==> src/owm_pkg.sv <==
// ----------------------------------------------------------------------------
// owm_pkg
// Shared types, register indexes and command codes of the 1-Wire bus master.
// ----------------------------------------------------------------------------
package owm_pkg;

  localparam int unsigned CfgAddrW = 3;
  localparam int unsigned CfgDataW = 10;
  localparam int unsigned UsW      = 10;
  localparam int unsigned PreW     = 8;

  // register indexes
  localparam logic [CfgAddrW-1:0] REG_CLOCKS_PER_US     = 3'd0;
  localparam logic [CfgAddrW-1:0] REG_RESET_LOW_US      = 3'd1;
  localparam logic [CfgAddrW-1:0] REG_PRESENCE_WAIT_US  = 3'd2;
  localparam logic [CfgAddrW-1:0] REG_RESET_RECOVERY_US = 3'd3;
  localparam logic [CfgAddrW-1:0] REG_SHORT_LOW_US      = 3'd4;
  localparam logic [CfgAddrW-1:0] REG_SLOT_US           = 3'd5;
  localparam logic [CfgAddrW-1:0] REG_READ_REST_US      = 3'd6;

  // command codes
  localparam logic [1:0] CMD_NONE  = 2'd0;
  localparam logic [1:0] CMD_RESET = 2'd1;
  localparam logic [1:0] CMD_WRITE = 2'd2;
  localparam logic [1:0] CMD_READ  = 2'd3;

  typedef struct packed {
    logic [PreW-1:0] clocks_per_us;
    logic [UsW-1:0]  reset_low_us;
    logic [UsW-1:0]  presence_wait_us;
    logic [UsW-1:0]  reset_recovery_us;
    logic [UsW-1:0]  short_low_us;
    logic [UsW-1:0]  slot_us;
    logic [UsW-1:0]  read_rest_us;
  } cfg_t;

  typedef struct packed {
    logic       drive_low;
    logic       busy_res;
    logic       done_res;
    logic       presence;
    logic [7:0] read_byte;
  } result_t;

  typedef enum logic [9:0] {
    PH_IDLE      = 10'b0000000001,
    PH_RST_LOW   = 10'b0000000010,
    PH_RST_WAIT  = 10'b0000000100,
    PH_RST_REC   = 10'b0000001000,
    PH_WR_LOW    = 10'b0000010000,
    PH_WR_REL    = 10'b0000100000,
    PH_RD_LOW    = 10'b0001000000,
    PH_RD_SAMPLE = 10'b0010000000,
    PH_RD_REST   = 10'b0100000000,
    PH_DONE      = 10'b1000000000
  } phase_t;

  // a zero duration counts as one microsecond
  function automatic logic [UsW-1:0] dur_fix(input logic [UsW-1:0] d);
    dur_fix = (d == '0) ? UsW'(1) : d;
  endfunction

endpackage

==> src/owm_cfg_regs.sv <==
// ----------------------------------------------------------------------------
// owm_cfg_regs
// Timing register file, written through a plain index/data write port.
// ----------------------------------------------------------------------------
module owm_cfg_regs (
  input  logic                          clk,
  input  logic                          rst_n,
  input  logic                          cfg_we,
  input  logic [owm_pkg::CfgAddrW-1:0]  cfg_addr,
  input  logic [owm_pkg::CfgDataW-1:0]  cfg_wdata,
  output owm_pkg::cfg_t                 cfg
);

  owm_pkg::cfg_t cfg_r;

  always_ff @(posedge clk) begin
    if (!rst_n) begin
      cfg_r.clocks_per_us     <= 8'd16;
      cfg_r.reset_low_us      <= 10'd480;
      cfg_r.presence_wait_us  <= 10'd80;
      cfg_r.reset_recovery_us <= 10'd400;
      cfg_r.short_low_us      <= 10'd5;
      cfg_r.slot_us           <= 10'd65;
      cfg_r.read_rest_us      <= 10'd50;
    end else if (cfg_we) begin
      case (cfg_addr)
        owm_pkg::REG_CLOCKS_PER_US:     cfg_r.clocks_per_us     <= cfg_wdata[7:0];
        owm_pkg::REG_RESET_LOW_US:      cfg_r.reset_low_us      <= cfg_wdata;
        owm_pkg::REG_PRESENCE_WAIT_US:  cfg_r.presence_wait_us  <= cfg_wdata;
        owm_pkg::REG_RESET_RECOVERY_US: cfg_r.reset_recovery_us <= cfg_wdata;
        owm_pkg::REG_SHORT_LOW_US:      cfg_r.short_low_us      <= cfg_wdata;
        owm_pkg::REG_SLOT_US:           cfg_r.slot_us           <= cfg_wdata;
        owm_pkg::REG_READ_REST_US:      cfg_r.read_rest_us      <= cfg_wdata;
        default: begin
        end
      endcase
    end
  end

  assign cfg = cfg_r;

endmodule

==> src/owm_core.sv <==
// ----------------------------------------------------------------------------
// owm_core
// Bus sequencer: phase, bit counter, shift byte and microsecond timer.
// Advances by one bus clock each time step is high.
// ----------------------------------------------------------------------------
module owm_core (
  input  logic              clk,
  input  logic              rst_n,
  input  logic              step,
  input  logic [1:0]        command,
  input  logic [7:0]        data_byte,
  input  logic              line_level,
  input  owm_pkg::cfg_t     cfg,
  output owm_pkg::result_t  res
);

  localparam int unsigned UsW  = owm_pkg::UsW;
  localparam int unsigned PreW = owm_pkg::PreW;

  owm_pkg::phase_t phase_r, phase_nxt;
  logic [2:0]      bit_index_r, bit_index_nxt;
  logic [7:0]      shift_byte_r, shift_byte_nxt;
  logic [PreW-1:0] tick_r, tick_nxt;
  logic [UsW-1:0]  us_rem_r, us_rem_nxt;
  logic            presence_r, presence_nxt;
  logic [7:0]      read_hold_r, read_hold_nxt;

  logic [PreW-1:0] cpu;
  logic [PreW-1:0] tick_inc;
  logic [UsW-1:0]  us_dec;
  logic [7:0]      shift_dn;

  // outputs reflect the state before this bus clock
  always_comb begin
    res.drive_low = (phase_r == owm_pkg::PH_RST_LOW) || (phase_r == owm_pkg::PH_WR_LOW) ||
                    (phase_r == owm_pkg::PH_RD_LOW);
    res.busy_res  = !((phase_r == owm_pkg::PH_IDLE) || (phase_r == owm_pkg::PH_DONE));
    res.done_res  = (phase_r == owm_pkg::PH_DONE);
    res.presence  = presence_r;
    res.read_byte = read_hold_r;
  end

  always_comb begin
    phase_nxt     = phase_r;
    bit_index_nxt = bit_index_r;
    shift_byte_nxt = shift_byte_r;
    tick_nxt      = tick_r;
    us_rem_nxt    = us_rem_r;
    presence_nxt  = presence_r;
    read_hold_nxt = read_hold_r;

    cpu      = (cfg.clocks_per_us == '0) ? PreW'(1) : cfg.clocks_per_us;
    tick_inc = tick_r + PreW'(1);
    us_dec   = (us_rem_r != '0) ? (us_rem_r - UsW'(1)) : us_rem_r;
    shift_dn = {1'b0, shift_byte_r[7:1]};

    case (phase_r)
      owm_pkg::PH_IDLE, owm_pkg::PH_DONE: begin
        phase_nxt = owm_pkg::PH_IDLE;
        if (command != owm_pkg::CMD_NONE) begin
          bit_index_nxt = '0;
          tick_nxt      = '0;
          case (command)
            owm_pkg::CMD_RESET: begin
              phase_nxt  = owm_pkg::PH_RST_LOW;
              us_rem_nxt = owm_pkg::dur_fix(cfg.reset_low_us);
            end
            owm_pkg::CMD_WRITE: begin
              shift_byte_nxt = data_byte;
              phase_nxt      = owm_pkg::PH_WR_LOW;
              us_rem_nxt     = owm_pkg::dur_fix(data_byte[0] ? cfg.short_low_us : cfg.slot_us);
            end
            default: begin
              shift_byte_nxt = '0;
              phase_nxt      = owm_pkg::PH_RD_LOW;
              us_rem_nxt     = owm_pkg::dur_fix(cfg.short_low_us);
            end
          endcase
        end
      end
      owm_pkg::PH_RD_SAMPLE: begin
        shift_byte_nxt = {line_level, shift_byte_r[7:1]};
        phase_nxt      = owm_pkg::PH_RD_REST;
        tick_nxt       = '0;
        us_rem_nxt     = owm_pkg::dur_fix(cfg.read_rest_us);
      end
      default: begin
        if (tick_inc >= cpu) begin
          tick_nxt   = '0;
          us_rem_nxt = us_dec;
          if (us_dec == '0) begin
            // end of the timed phase
            case (phase_r)
              owm_pkg::PH_RST_LOW: begin
                phase_nxt  = owm_pkg::PH_RST_WAIT;
                us_rem_nxt = owm_pkg::dur_fix(cfg.presence_wait_us);
              end
              owm_pkg::PH_RST_WAIT: begin
                presence_nxt = !line_level;
                phase_nxt    = owm_pkg::PH_RST_REC;
                us_rem_nxt   = owm_pkg::dur_fix(cfg.reset_recovery_us);
              end
              owm_pkg::PH_RST_REC: phase_nxt = owm_pkg::PH_DONE;
              owm_pkg::PH_WR_LOW, owm_pkg::PH_WR_REL: begin
                if ((phase_r == owm_pkg::PH_WR_LOW) && shift_byte_r[0]) begin
                  phase_nxt  = owm_pkg::PH_WR_REL;
                  us_rem_nxt = owm_pkg::dur_fix(cfg.slot_us);
                end else begin
                  shift_byte_nxt = shift_dn;
                  if (bit_index_r == 3'd7) begin
                    phase_nxt = owm_pkg::PH_DONE;
                  end else begin
                    bit_index_nxt = bit_index_r + 3'd1;
                    phase_nxt     = owm_pkg::PH_WR_LOW;
                    us_rem_nxt    = owm_pkg::dur_fix(shift_dn[0] ? cfg.short_low_us
                                                                 : cfg.slot_us);
                  end
                end
              end
              owm_pkg::PH_RD_LOW: phase_nxt = owm_pkg::PH_RD_SAMPLE;
              owm_pkg::PH_RD_REST: begin
                if (bit_index_r == 3'd7) begin
                  read_hold_nxt = shift_byte_r;
                  phase_nxt     = owm_pkg::PH_DONE;
                end else begin
                  bit_index_nxt = bit_index_r + 3'd1;
                  phase_nxt     = owm_pkg::PH_RD_LOW;
                  us_rem_nxt    = owm_pkg::dur_fix(cfg.short_low_us);
                end
              end
              default: phase_nxt = owm_pkg::PH_IDLE;
            endcase
          end
        end else begin
          tick_nxt = tick_inc;
        end
      end
    endcase
  end

  always_ff @(posedge clk) begin
    if (!rst_n) begin
      phase_r      <= owm_pkg::PH_IDLE;
      bit_index_r  <= '0;
      shift_byte_r <= '0;
      tick_r       <= '0;
      us_rem_r     <= '0;
      presence_r   <= 1'b0;
      read_hold_r  <= '0;
    end else if (step) begin
      phase_r      <= phase_nxt;
      bit_index_r  <= bit_index_nxt;
      shift_byte_r <= shift_byte_nxt;
      tick_r       <= tick_nxt;
      us_rem_r     <= us_rem_nxt;
      presence_r   <= presence_nxt;
      read_hold_r  <= read_hold_nxt;
    end
  end

  // done lasts a single bus clock
  a_done_one_clock: assert property (@(posedge clk) disable iff (!rst_n)
    step && (phase_r == owm_pkg::PH_DONE) |=> phase_r != owm_pkg::PH_DONE)
    else $error("done phase held for more than one bus clock");

  // a running timed phase never sits at zero microseconds left
  a_timer_nonzero: assert property (@(posedge clk) disable iff (!rst_n)
    (phase_r == owm_pkg::PH_RST_LOW) || (phase_r == owm_pkg::PH_RST_WAIT) ||
    (phase_r == owm_pkg::PH_RST_REC) || (phase_r == owm_pkg::PH_WR_LOW) ||
    (phase_r == owm_pkg::PH_WR_REL) || (phase_r == owm_pkg::PH_RD_LOW) ||
    (phase_r == owm_pkg::PH_RD_REST) |-> us_rem_r != '0)
    else $error("timed phase with no time left");

  // read result only changes at the end of the last read slot
  a_read_hold: assert property (@(posedge clk) disable iff (!rst_n)
    !(step && (phase_r == owm_pkg::PH_RD_REST)) |=> $stable(read_hold_r))
    else $error("read result changed outside the end of a read");

  // sequencer is frozen while no request is stepped in
  a_frozen: assert property (@(posedge clk) disable iff (!rst_n)
    !step |=> $stable(phase_r) && $stable(bit_index_r) && $stable(tick_r))
    else $error("sequencer moved without a request");

endmodule

==> src/one_wire_bus_master_unit.sv <==
// ----------------------------------------------------------------------------
// one_wire_bus_master_unit
// 1-Wire bus master: reset/presence, write byte and read byte sequences.
// ----------------------------------------------------------------------------
// Each input request is one bus clock of the master and yields exactly one
// result; one request is taken per cycle unless the output side stalls, and a
// result is offered once its request has gone through the input register and
// the sequencer step into the output register. The sequencer state advances
// only when a request moves from the input register into the output register,
// so stalls on either side stretch bus time but never drop or repeat a step.
module one_wire_bus_master_unit (
  input  logic                          clk,
  input  logic                          rst_n,
  input  logic                          in_tvalid,
  output logic                          in_tready,
  input  logic [15:0]                   in_tdata,   // command[1:0], data_byte[9:2], line_level[10]
  output logic                          out_tvalid,
  input  logic                          out_tready,
  output logic [15:0]                   out_tdata,  // drive_low[0], busy_res[1], done_res[2],
                                                    // presence[3], read_byte[11:4]
  input  logic                          cfg_we,
  input  logic [owm_pkg::CfgAddrW-1:0]  cfg_addr,
  input  logic [owm_pkg::CfgDataW-1:0]  cfg_wdata
);

  logic             in_valid_r;
  logic [1:0]       in_cmd_r;
  logic [7:0]       in_data_r;
  logic             in_line_r;
  logic             out_valid_r;
  owm_pkg::result_t out_res_r;
  owm_pkg::result_t res;
  owm_pkg::cfg_t    cfg;
  logic             step;
  logic             in_fire;

  assign step      = in_valid_r && (!out_valid_r || out_tready);
  assign in_tready = !in_valid_r || step;
  assign in_fire   = in_tvalid && in_tready;

  always_ff @(posedge clk) begin
    if (!rst_n) begin
      in_valid_r <= 1'b0;
    end else if (in_fire) begin
      in_valid_r <= 1'b1;
    end else if (step) begin
      in_valid_r <= 1'b0;
    end
  end

  always_ff @(posedge clk) begin
    if (in_fire) begin
      in_cmd_r  <= in_tdata[1:0];
      in_data_r <= in_tdata[9:2];
      in_line_r <= in_tdata[10];
    end
  end

  always_ff @(posedge clk) begin
    if (!rst_n) begin
      out_valid_r <= 1'b0;
    end else if (step) begin
      out_valid_r <= 1'b1;
    end else if (out_tready) begin
      out_valid_r <= 1'b0;
    end
  end

  always_ff @(posedge clk) begin
    if (step) begin
      out_res_r <= res;
    end
  end

  owm_cfg_regs u_cfg (
    .clk       (clk),
    .rst_n     (rst_n),
    .cfg_we    (cfg_we),
    .cfg_addr  (cfg_addr),
    .cfg_wdata (cfg_wdata),
    .cfg       (cfg)
  );

  owm_core u_core (
    .clk        (clk),
    .rst_n      (rst_n),
    .step       (step),
    .command    (in_cmd_r),
    .data_byte  (in_data_r),
    .line_level (in_line_r),
    .cfg        (cfg),
    .res        (res)
  );

  assign out_tvalid = out_valid_r;
  assign out_tdata  = {4'b0000, out_res_r.read_byte, out_res_r.presence, out_res_r.done_res,
                       out_res_r.busy_res, out_res_r.drive_low};

endmodule

==> config.mk <==
export PLATFORM = sky130hd
export DESIGN_NAME = one_wire_bus_master_unit
export DESIGN_NICKNAME = d
export VERILOG_FILES = /design/src/owm_pkg.sv /design/src/owm_cfg_regs.sv /design/src/owm_core.sv /design/src/one_wire_bus_master_unit.sv
export SDC_FILE = /design/constraint.sdc
export NUM_CORES = 1
export LEC_CHECK = 0
export BUFFER_PORTS_ARGS = -buffer_cell sky130_fd_sc_hd__buf_2
export CORE_MARGIN = 1.5
export CORE_UTILIZATION = 57
export CTS_BUF_LIST = sky130_fd_sc_hd__clkbuf_8
export DETAILED_ROUTE_END_ITERATION = 8
export GPL_ROUTABILITY_DRIVEN = 0
export PLACE_DENSITY = 0.78
export REMOVE_ABC_BUFFERS = 1
export SYNTH_ARGS = -nofsm -noshare
export SYNTH_HDL_FRONTEND = slang
export SYNTH_SLANG_ARGS = --single-unit
==> constraint.sdc <==
create_clock -name clk -period 3.03 [get_ports clk]
set_clock_uncertainty 0.2 [all_clocks]
set_input_delay 0.1515 -clock clk [delete_from_list [all_inputs] [get_ports clk]]
set_output_delay 0.1515 -clock clk [all_outputs]
set_load 0.01 [all_outputs]
==> results_dict.tcl <==
set metrics [dict create \
    worst_ep_required_time_ns 3.20 \
    wl_per_cell_um 18.0 \
    relSlewSlack 0.551 \
    htree_levels 4 \
    grt_first_pass_wirelength_mm 33.5 \
    viasPerCell 6.16 \
    fin_crit_ns 2.88 \
    ys.flop_type "dfxtp_1" \
    min_path_type "input port to flop" \
    status "finished clean" \
    drive_gt1_frac 0.159 \
    rr_worst_depth 13 \
    yosysUniqueCellTypes 77 \
    yosysWarnings 0 \
    grt_antenna_before_repair 0 \
    track_usage 0.320 \
    hold_depth 5 \
    r2r_slack_ns 0.15 \
    fin_cells 1161 \
    dp.cells 1101 \
    fillCellCount 1044 \
    final_common_cell "nand2_1" \
    hold_end "u_cfg.cfg[40]$_SDFFE_PN0P_" \
    dpl_cell_area_mm2 0.00798 \
    die-area_mm2 0.0137 \
    synth_edf_count 23 \
    p_per_area_mw_per_mm2 501 \
    post-route-util 0.683 \
    start_util 0.585 \
    arrival_ns 3.05 \
    ys_seq_area_frac 0.412 \
    area_growth_pct 16.8 \
    end_kind "flop" \
    drv_cap 0 \
    wl_mm 20.9 \
    synth_area_mm2 0.00741 \
    route.detailed.drc 0 \
    antenna_left 0 \
    num_vias 7150 \
    grt_overflow 0 \
    vdd_drop_max_mv 0.411 \
    rr_endpoint "u_core.shift_byte_r[4]$_SDFFE_PN0P_" \
    setup_tns_ns 0 \
    async_flop_share 0 \
    setup_viol 0 \
    io-pin-count 52 \
    clockBufferDepth 2 \
    rr_startpoint "u_core.tick_r[0]$_SDFFE_PN0P_" \
    grt_max_degree 83 \
    final_cell_mix "181 x nand2_1, 117 x dfxtp_1, 90 x a21oi_1, 52 x nor2_1, 44 x buf_4" \
    cts-root-buf "clkbuf_8" \
    cts_sinks 141 \
    layout.nets 1028 \
    core_region_area_mm2 0.0127 \
    fmax_mhz 348 \
    rows 41 \
    cts.reportedPaths.clkPinSlew_ns 0.08 \
    syn_inst 893 \
    grt_pass1_vias 6641 \
    syn_area_per_cell_um2 8.30 \
    fin_crit_sh 0.949 \
    cp-start-kind "flop" \
    slew_violations 0 \
    first_iter_violations 712 \
    p_leak_uw 0.00329 \
    min_from "cfg_addr[0]" \
    rsz0062_at_grt "no" \
    cts_tree "done" \
    cp_max_fo 14 \
    dp_hpwl_mm 14.5 \
    tightest_slew_ns 0.667 \
    die_height_um 117 \
    hold_viol 0 \
    whs_ns 0.0628 \
    first_pass_iters 5 \
    insertion_delay_ns 0.46 \
    die_w_um 117 \
    ys_seq_elements 141 \
    port_buffers 42 \
    crit_type "flop to flop" \
    final_cell_area_mm2 0.00866 \
    antennaDiodeCount 0 \
    cts_buffers 17 \
]
==> synthesized netlist by cell type (all sizes together), types with 13 or more instances <==
library cell  instances  area share
nand3                39       0.026
buf                  17       0.015
nor3                 22       0.016
a22o                 13       0.015
o21ai                35       0.024
ha                   18       0.030
nand2               181       0.092
inv                  17      0.0086
clkbuf               37       0.019
edfxtp               23       0.093
a21oi                92       0.063
a211oi               14       0.016
dfxtp               118        0.32
nor4                 18       0.019
nor2                 54       0.027
==> state kept, by name (all words and copies together), names as in the netlist <==
signal / cells
u_core.presence_r: 1
out_tvalid: 1
u_cfg.cfg: 68
in_data_r: 8
out_tdata: 12
u_core.read_hold_r: 8
in_line_r: 1
u_core.us_rem_r: 10
u_core.tick_r: 8
u_core.shift_byte_r: 8
u_core.bit_index_r: 3
in_valid_r: 1
in_cmd_r: 2
u_core.phase_r: 10
==> layer usage <==
metal	up-vias	part of all wire	global-route usage
met1	3325	0.43	0.436
met5	-	0	0
li1	3409	-	-
met4	0	0.044	0.172
met3	66	0.082	0.0608
met2	350	0.44	0.481
==> area by class of cell <==
cell class                 count  area [µm²]  area share
clock inverter                14         105      0.0121
sequential                   141        3050       0.353
tap                          172         215      0.0249
clock buffer                  18         248      0.0286
timing repair buffer         115         871       0.101
inverter                      18        67.6     0.00780
multi-input combinational    683        4100       0.473
==> per-stage QoR <==
stage	total power, µW	setup slack, ns
after floorplan	2590	-0.122
after global placement	2900	0.0682
after detailed placement	2910	-0.0348
after CTS	4310	0.0207
after global routing	4500	0.000760
final	4340	0.155
==> worst max path at each step <==
stage,end,from
detailed placement,u_core.shift_byte_r[7]$_SDFFE_PN0P_,u_core.tick_r[0]$_SDFFE_PN0P_
global route,u_core.us_rem_r[6]$_SDFFE_PN0P_,u_core.tick_r[1]$_SDFFE_PN0P_
CTS,u_core.us_rem_r[6]$_SDFFE_PN0P_,u_core.tick_r[0]$_SDFFE_PN0P_
global placement,u_core.read_hold_r[5]$_SDFFE_PN0P_,u_core.tick_r[0]$_SDFFE_PN0P_
finish,u_core.shift_byte_r[4]$_SDFFE_PN0P_,u_core.tick_r[0]$_SDFFE_PN0P_
floorplan,u_core.shift_byte_r[0]$_SDFFE_PN0P_,u_core.phase_r[1]$_SDFFE_PN0P_
==> report_power, final <==
group	total (µW)	switching, µW	internal [µW]
Clock	1380	728	654
Combinational	911	535	377
Sequential	2040	72.6	1970
==> worst max-delay path: stages, from the launching register on <==
cell	delay, ns
dfxtp_1	0.36
ha_1	0.16
and3_1	0.22
nand3_1	0.14
xnor2_1	0.16
ha_1	0.21
a2111o_1	0.29
a31oi_2	0.16
o21a_1	0.19
buf_12	0.13
o31ai_4	0.07
buf_12	0.17
buf_4	0.13
a211oi_1	0.19
==> cells by family (layout without fill, tap and decap cells) <==
logic type	Yosys count	count (layout)	synth area share
fa+ha+maj	18	18	0.0304
flops	141	141	0.412
compound gates	243	243	0.226
buf+inv	72	165	0.0429
simple gates	389	389	0.252
xor+xnor	18	18	0.0213
other cells	1	4	0.000506
mux	11	11	0.0150
==> what timing repair did <==
action | CTS | global route
hold endpoints to repair | 82 | 0
hold buffers | 25 | 0
endpoints found under the setup margin | 10 | 39
pin swaps | 1 | 3
resized for setup | 2 | 13
buffers inserted | 2 | 1
No activity file was read; power rests on OpenSTA's default activity.
